==> src/rtl/core/saidx_pkg.sv <==
package saidx_pkg;

  localparam int HANDLE_W    = 6;
  localparam int NUM_HANDLES = 64;
  localparam int FIELD_W     = 32;

  typedef enum logic [1:0] {
    REQ_ADD   = 2'd0,
    REQ_MOVE  = 2'd1,
    REQ_QUERY = 2'd2,
    REQ_GET   = 2'd3
  } req_t;

  typedef enum logic [1:0] {
    ST_OK      = 2'd0,
    ST_FULL    = 2'd1,
    ST_UNKNOWN = 2'd2,
    ST_PRESENT = 2'd3
  } status_t;

  typedef enum logic [4:0] {
    S_IDLE,
    S_CHK,
    S_ADDY,
    S_PRD,
    S_MVX,
    S_MVY,
    S_AXIS,
    S_REM_RD,
    S_REM_CMP,
    S_INS_RD,
    S_INS_CMP,
    S_COMMIT,
    S_RESP,
    S_Q_RD,
    S_Q_PM,
    S_Q_CHK,
    S_Q_END
  } state_t;

endpackage

==> src/rtl/core/saidx_alu.sv <==
module saidx_alu import saidx_pkg::*; #(
  parameter int COORD_BITS = 32,
  parameter int SUM_W      = 33
) (
  input  logic signed [SUM_W-1:0]      a,
  input  logic signed [SUM_W-1:0]      b,
  output logic signed [COORD_BITS-1:0] sum_sat,
  output logic                         lt
);

  localparam logic signed [SUM_W:0] HI =
    {{(SUM_W-COORD_BITS+2){1'b0}}, {(COORD_BITS-1){1'b1}}};
  localparam logic signed [SUM_W:0] LO = ~HI;

  logic signed [SUM_W:0] sum;

  assign sum = {a[SUM_W-1], a} + {b[SUM_W-1], b};
  assign lt  = a < b;

  always_comb begin
    if (sum > HI) begin
      sum_sat = HI[COORD_BITS-1:0];
    end else if (sum < LO) begin
      sum_sat = LO[COORD_BITS-1:0];
    end else begin
      sum_sat = sum[COORD_BITS-1:0];
    end
  end

endmodule

==> config.mk <==
export PLATFORM = sky130hd
export DESIGN_NAME = saidx_alu
export DESIGN_NICKNAME = d
export VERILOG_FILES = /design/src/rtl/core/saidx_pkg.sv /design/src/rtl/core/saidx_alu.sv
export SDC_FILE = /design/constraint.sdc
export NUM_CORES = 1
export LEC_CHECK = 0
export BUFFER_PORTS_ARGS = -buffer_cell sky130_fd_sc_hd__buf_2
export CORE_UTILIZATION = 49
export DETAILED_ROUTE_END_ITERATION = 6
export GPL_TIMING_DRIVEN = 0
export PLACE_DENSITY_LB_ADDON = 0.2
export SYNTH_ARGS = -nofsm -noshare
export SYNTH_HDL_FRONTEND = slang
export SYNTH_SLANG_ARGS = --single-unit
export TNS_END_PERCENT = 5
==> constraint.sdc <==
create_clock -name vclk -period 3.35
set_clock_uncertainty 0.05 [all_clocks]
set_input_delay 0.1675 -clock vclk [all_inputs]
set_output_delay 0.1675 -clock vclk [all_outputs]
set_load 0.1 [all_outputs]
# [Word level (Yosys, flattened, before mapping)]
# Cells that the tools add are included.
[op_classes] n_mux=2 n_bitwise=0 div_mod_pow=0 n_addsub=1 n_shift=0 eq_ne=0 mul=0 reduce_logical=0 magnitude_cmp=3
[op_table] operator="2-to-1 mux 32 bit" n=2
[op_table] operator="adder 33 x 33 -> 34 bit" n=1
[op_table] operator="greater-than comparator 34 x 32 -> 1 bit (second input constant)" n=1
[op_table] operator="< comparator 34 x 32 -> 1 bit (second input constant)" n=1
[op_table] operator="< comparator 33 bit" n=1
[word_totals] ram_bits=0 latch_bits=0 romBits=0 word_cells=6 n_memories=0 regBits=0 output_inout_bits=33 in_bits=66

# [Depth between registers and ports, before layout]
# Gate-level depths: netlist of the first run.
[depth] word_depth=4 mapped_depth=14 ltp_nobuf=13

# [Worst setup path after synthesis of the first run]
# OpenSTA, ideal clock, no wires.
[synth_path] path_kind="input -> output" start="input port b[20]" end="output port sum_sat[10]" arrival_time_ps=5024 path_slack_ps=-1891 stages=13 path_buffers=2 required_ps=3132 cell_sequence="inv_1 > ha_1 > buf_2 > inv_1 > a21oi_1 > o311ai_0 > a311oi_1 > o31a_1 > a21oi_1 > o21ai_0 > o21a_2 > buf_4 > o21ai_1"
[synth_between] elab_chain_cells=4 word_cells_on_any_way=5 cone_classes="add/sub (1); order compare (2); mux (2)"
[synth_rtl] element="start: declaration" line_no="saidx_alu.sv:6" rtl="input logic signed [SUM_W-1:0] b,"
[synth_rtl] element="adder 33 x 33 -> 34 bit *" line_no="saidx_alu.sv:17" rtl="assign sum = {a[SUM_W-1], a} + {b[SUM_W-1], b};"
[synth_rtl] element="< comparator 34 x 32 -> 1 bit" line_no="saidx_alu.sv:23" rtl="end else if (sum < LO) begin"
[synth_rtl] element="2-to-1 mux 32 bit" line_no="saidx_alu.sv:23"
[synth_rtl] element="2-to-1 mux 32 bit *" line_no="saidx_alu.sv:21" rtl="if (sum > HI) begin"
[synth_rtl] element="end: declaration" line_no="saidx_alu.sv:7" rtl="output logic signed [COORD_BITS-1:0] sum_sat,"
# Every way passes the cells marked *; elsewhere a longest branch is shown, timed or not.

# [Final worst setup path of the first run]
[layout_path] start="input port a[2]" end="output port sum_sat[16]"
[layout_between] elab_chain_cells=4 word_cells_on_any_way=5 cone_classes="add/sub (1); order compare (2); mux (2)"
[layout_rtl] element="start: declaration" line_no="saidx_alu.sv:5" rtl="input logic signed [SUM_W-1:0] a,"
[layout_rtl] element="adder 33 x 33 -> 34 bit *" line_no="saidx_alu.sv:17"
[layout_rtl] element="< comparator 34 x 32 -> 1 bit" line_no="saidx_alu.sv:23"
[layout_rtl] element="2-to-1 mux 32 bit" line_no="saidx_alu.sv:23"
[layout_rtl] element="2-to-1 mux 32 bit *" line_no="saidx_alu.sv:21"
# Marked as above.

==> results of run 1 <==
[cell families (layout without fill, tap and decap cells)]
kind of cell | count (synthesis) | in the layout
simple gates | 110 | 110
compound gates | 141 | 141
buf+inv | 82 | 199
xor+xnor | 29 | 29
fa+ha+maj | 67 | 67
[synthesized netlist by cell type (4+ instances only)]
library cell  number
xnor2_1           25
inv_1             64
nor2b_1            8
nor3_1            11
a31oi_1            4
nand4_1            6
o21bai_1           7
nand3_1            5
nor4_1             4
or4_1              4
a21oi_1           41
nand2_1           10
o31ai_1            6
buf_4              4
o211ai_1           5
clkbuf_1          11
o21ai_1           31
nand2b_1           7
or3_1              4
xor2_1             4
ha_1              66
nor2_1            47
a21o_1             5
o21ai_0           16
[metrics by stage]
stage           TNS, ns  total power [mW]
2_1_floorplan   -0.4371             1.565
3_3_place_gp     -11.58             1.811
3_5_place_dp     -13.83             1.831
4_1_cts        -0.02100             2.300
5_1_grt          -9.807             2.587
6_report         -3.119             2.515
[tightest hold or removal path, stage by stage]
cell and delay [ns]:
buf_2 0.09, ha_1 0.17, o21ai_4 0.08, buf_12 0.16
[how the worst min path moves through the flow]
stage,startpoint,end,slack (ns),cells past startpoint
2_1_floorplan,b[0],sum_sat[0],0.63,2
3_3_place_gp,b[0],sum_sat[0],0.89,4
3_5_place_dp,b[0],sum_sat[0],0.89,4
4_1_cts,b[0],sum_sat[0],0.79,4
5_1_grt,b[0],sum_sat[0],0.80,4
6_report,b[0],sum_sat[0],0.79,4
[layout make-up]
class,instances,area [um^2]
multi-input combinational,347,3149
timing repair buffer,121,1201
fill,273,721.9
inverter,64,245.2
buffer,14,132.6
tap,72,90.09
[per-layer routing]
layer / vias up / wire length (um)
met5: - / 0
met4: 0 / 720
met3: 100 / 1084
met2: 321 / 5795
met1: 1804 / 4199
li1: 1735 / -
[power by group through the flow]
stage	Clock, mW	Sequential, mW	Combinational, mW
final	0	0	2.52
after global routing	0	0	2.59
after CTS	0	0	2.30
after detailed placement	0	0	1.83
after global placement	0	0	1.81
after floorplan	0	0	1.57
[repair_timing]
item,in CTS,in global routing
pin swaps,13,35
setup endpoints to repair,31,31
gates resized for setup,140,63
setup buffers,11,10
cloned,2,1
==> metrics, run 1 <==
outcome finished with violations; failing checks negative setup slack; register area share after synthesis 0%; Yosys top cell area share just under 30%; simple-gate portion of the synthesized area between 10% and 20%; final hold violations 0; part of the power in combinational logic 100.0%; Die Span Y around 80 um; XOR/XNOR share of the synthesized area under 10%; Max Clk Rate roughly 0.29 GHz; pre-CTS setup slack -0.4660 ns; Initial Utilization 51.26%; layout cells sized above 1 36.81%; GR Overflow Total 0; slowest cell on the critical path a2111o_1; P per Cell Area 522.0 mW/mm^2; Buf/Inv on CP 3; first-pass GRT wire length ~16 mm; Switching Share roughly 64%; placed cell area 0.003800 mm^2; Non-Filler Instances ~620; syn nets about 560; Remaining DRCs 0; largest family of logic cells by synthesized area compound AO/OA/AOI/OAI gates; post-layout util between 80% and 90%; mux cell area share after synthesis 0%; post-route ant nets 0; top cells by area, synth ha_1 29%, inv_1 8.5%, xnor2_1 7.7%; drt wl/cell between 15 and 20 um; Seq cells 0; register area 0 um^2; Critical Path Source Type primary input; kind of critical path in2out; adder and majority gate portion of the synthesized area 29.78%; hold_ws ~0.79 ns; element type at the critical path end output port; Leakage ~2.2 nW; vias after detailed routing ~4000; Layout Nets 681; Worst path max stage delay roughly 0.42 ns; Switch Pwr around 1.6 mW; complex-gate fraction of the synthesized area between 30 and 40%; DR vias/cell about 6.4; Final period util 103.9%; CP top delay family compound AO/OA/AOI/OAI gates; most frequent cells in the layout 66 x buf_2, 59 x inv_1, 56 x ha_1; relative slew slack between 50% and 60%; Worst EP required ~3.1 ns; First-pass DRT Iterations 7; DIE AREA between 0.006 and 0.007 mm^2; hold_buf cts 0; routing usage on met2 about three fifths; die width between 70 and 80 um; Synth area leader ha_1; post-route cell area 0.004818 mm^2; Final WS setup -0.1315 ns; initial antenna violation count 0; Peak VDD IR roughly 0.00039 V; Netlist cell types between 40 and 50; unrepaired setup endpoints after global routing yes; Yosys warnings 0; met3 Use GR under 10%; Final Max Slew Viols 0; Ports 99; commonest non-fill, non-tap cell in the layout buf_2; Setup-failing EPs final 31; sequential share of power 0%; HPWL after detailed placement approximately 6.6 mm; Placed Cells 600; Worst Hold Class in2out; worst path cell trace buf_2 -> ha_4 -> nand2b_4 -> o311ai_4 -> a2111o_1 -> a211o_1 -> a21oi_2 -> nor2_2 -> nor3_1 -> a211oi_4 -> o21a_4 -> buf_12 -> o21ai_4 -> buf_12; WP depth 14; syn_area_per_cell roughly 6.6 um^2; Pint roughly 0.91 mW; critical path launch point a[2]; largest net degree at the start of global routing 11; number of global-route vias before repair approximately 3700; Post-Syn Instances roughly 430; CP dominant cell by count buf_12; GP Congestion slightly below 0.9; clkbuf count 0; gr busiest metal met2; Worst Path Arrival approximately 3.3 ns; row cnt 27; Global Route Usage Sum around 31%; Clk pwr share 0%; Worst Setup EP sum_sat[16]; Max-Cap Viols 0; Layout Area Growth over Synthesis 69.65%; Max FO, Critical Path 10; M1 GR Usage 34.16%; drt initial violations around 460; Routed WL around 12 mm; Mapped Area 0.002840 mm^2; n_diodes 0; Slew @ Worst Pin between 0.7 and 0.8 ns; Port Buf Inserts 99; post-route minimum period between 3 and 4 ns; core area approximately 0.0055 mm^2
Note: power is estimated with default switching activity, not from simulation.
==> run 2, diff against run 1 <==
--- a/config.mk
+++ b/config.mk
@@ -10,6 +10,7 @@
 export DETAILED_ROUTE_END_ITERATION = 6
 export GPL_TIMING_DRIVEN = 0
 export PLACE_DENSITY_LB_ADDON = 0.2
+export RECOVER_POWER = 100
 export SYNTH_ARGS = -nofsm -noshare
 export SYNTH_HDL_FRONTEND = slang
 export SYNTH_SLANG_ARGS = --single-unit
==> run 2 against run 1 <==
Against the previous run:
- the run still ends with negative setup slack left
- clock-buffer cell count unchanged
- global-route usage unchanged
- routed wire length about the same
- die area unchanged
- combinational power about the same
- core utilization unchanged
- sequential share of layout area unchanged
- via count decreased by 0.81%
- first-iteration DRC count unchanged
- flip-flop and latch count unchanged
- power about the same
- critical path type unchanged
==> metrics, run 2 (synthesis results as in run 1) <==
outcome finished with violations (unchanged); failing checks negative setup slack (unchanged); Initial Utilization 51.26% (unchanged); P per Cell Area 522.3 mW/mm^2 (was 522.0 mW/mm^2); n_diodes 0 (unchanged); drt wl/cell 19.09 um (about the same); DR vias/cell 6.356 (was 6.408); Max-Cap Viols 0 (unchanged); Global Route Usage Sum 31.03% (unchanged); kind of critical path in2out (unchanged); Layout Area Growth over Synthesis 69.65% (unchanged); filler cell count 273 (unchanged); Final Max Slew Viols 0 (unchanged); die width 78.14 um (unchanged); Setup-failing EPs final 31 (unchanged); Buf/Inv on CP 4 (was 3); Worst path max stage delay 0.71 ns (was 0.42 ns); min-delay src b[0] (unchanged); Slew @ Worst Pin 0.7511 ns (was 0.7202 ns); Critical Path Source Type primary input (unchanged); layout cells sized above 1 36.81% (unchanged); CP top delay family compound AO/OA/AOI/OAI gates (unchanged); post-route ant nets 0 (unchanged); largest net degree at the start of global routing 11 (unchanged); Layout Nets 681 (unchanged); post-route minimum period 3.505 ns (was 3.481 ns); number of global-route vias before repair 3654 (unchanged); Remaining DRCs 0 (unchanged); Ports 99 (unchanged); placed cell area 0.003800 mm^2 (unchanged); unrepaired setup endpoints after global routing yes (unchanged); DIE AREA 0.006105 mm^2 (unchanged); Seq cells 0 (unchanged); critical path launch point a[30] (was a[2]); Max Clk Rate 0.2853 GHz (was 0.2872 GHz); element type at the critical path end output port (unchanged); Worst Setup EP sum_sat[5] (was sum_sat[16]); core area 0.005540 mm^2 (unchanged); drt initial violations 455 (unchanged); clkbuf count 0 (unchanged); Non-Filler Instances 618 (unchanged); final hold violations 0 (unchanged); Leakage 2.232 nW (about the same); HPWL after detailed placement 6.604 mm (unchanged); GR Overflow Total 0 (unchanged); slowest cell on the critical path nor4_1 (was a2111o_1); initial antenna violation count 0 (unchanged); row cnt 27 (unchanged); worst path cell trace buf_2 -> ha_1 -> clkbuf_1 -> nor4_1 -> o21ai_0 -> a21oi_1 -> a31oi_1 -> a311oi_2 -> a21o_4 -> clkbuf_16 -> o21ai_4 -> buf_12 (was buf_2 -> ha_4 -> nand2b_4 -> o311ai_4 -> a2111o_1 -> a211o_1 -> a21oi_2 -> nor2_2 -> nor3_1 -> a211oi_4 -> o21a_4 -> buf_12 -> o21ai_4 -> buf_12); first-pass GRT wire length 15.97 mm (unchanged); commonest non-fill, non-tap cell in the layout buf_2 (unchanged); First-pass DRT Iterations 6 (was 7); post-route cell area 0.004818 mm^2 (unchanged); Port Buf Inserts 99 (unchanged); relative slew slack 49.47% (was 51.58%); Final period util 104.6% (was 103.9%); register area 0 um^2 (unchanged); aggregate negative setup slack -4.009 ns (was -3.119 ns); vias after detailed routing 3928 (was 3960); GP Congestion 0.8836 (unchanged); most frequent cells in the layout 65 x buf_2, 59 x inv_1, 56 x ha_1 (was 66 x buf_2, 59 x inv_1, 56 x ha_1); Die Span Y 78.14 um (unchanged); Final WS setup -0.1553 ns (was -0.1315 ns); Routed WL 11.80 mm (about the same); Peak VDD IR 0.0003922 V (was 0.0003921 V); Worst EP required 3.13 ns (about the same); hold_buf cts 0 (unchanged); Placed Cells 600 (unchanged); Worst Hold Class in2out (unchanged); Worst Path Arrival 3.29 ns (was 3.26 ns); WP depth 12 (was 14); pre-CTS setup slack -0.4660 ns (unchanged); Max FO, Critical Path 7 (was 10)
[run 2: layout make-up]
| class | instances | area, um^2 | area share (%) |
|---|---|---|---|
| Tap cell | 72 | 90.09 | 1.870 |
| Timing Repair Buffer | 121 | 1201 | 24.93 |
| Multi-Input combinational cell | 347 | 3149 | 65.36 |
| Buffer | 14 | 132.6 | 2.753 |
| Inverter | 64 | 245.2 | 5.090 |
[run 2: stage by stage]
step                total power, mW  hold slack [ns]  util (%)
floorplan                     1.565           0.6344         -
detailed placement            1.831           0.8907     68.59
global route                  2.587           0.7998     86.97
finish                        2.517           0.7860     86.97
global placement              1.811           0.8879     68.59
CTS                           2.300           0.7884     81.30
[run 2: worst min path at each step]
stage                 end  slack [ns]  depth (start not counted)
3_3_place_gp   sum_sat[0]        0.89                          4
2_1_floorplan  sum_sat[0]        0.63                          2
6_report       sum_sat[0]        0.79                          4
3_5_place_dp   sum_sat[0]        0.89                          4
5_1_grt        sum_sat[0]        0.80                          4
4_1_cts        sum_sat[0]        0.79                          4
[run 2: routing by layer]
metal / share of wire, % / vias up / track usage (%)
met4: 6.4 / 0 / 11.48
met2: 49 / 312 / 60.00
met1: 35 / 1778 / 34.16
met3: 9.1 / 104 / 3.605
met5: 0 / - / 0
li1: - / 1734 / -
[run 2: where the power goes]
group	leakage (nW)	switching, mW	internal (mW)
combinational	2.23	1.61	0.910
clock	0	0	0
sequential	0	0	0
[run 2: repair_timing]
action,in CTS,in global routing
pin swaps,13,35
buffers inserted,11,10
resized for setup,140,63
endpoints found under the setup margin,31,31
gates cloned,2,1
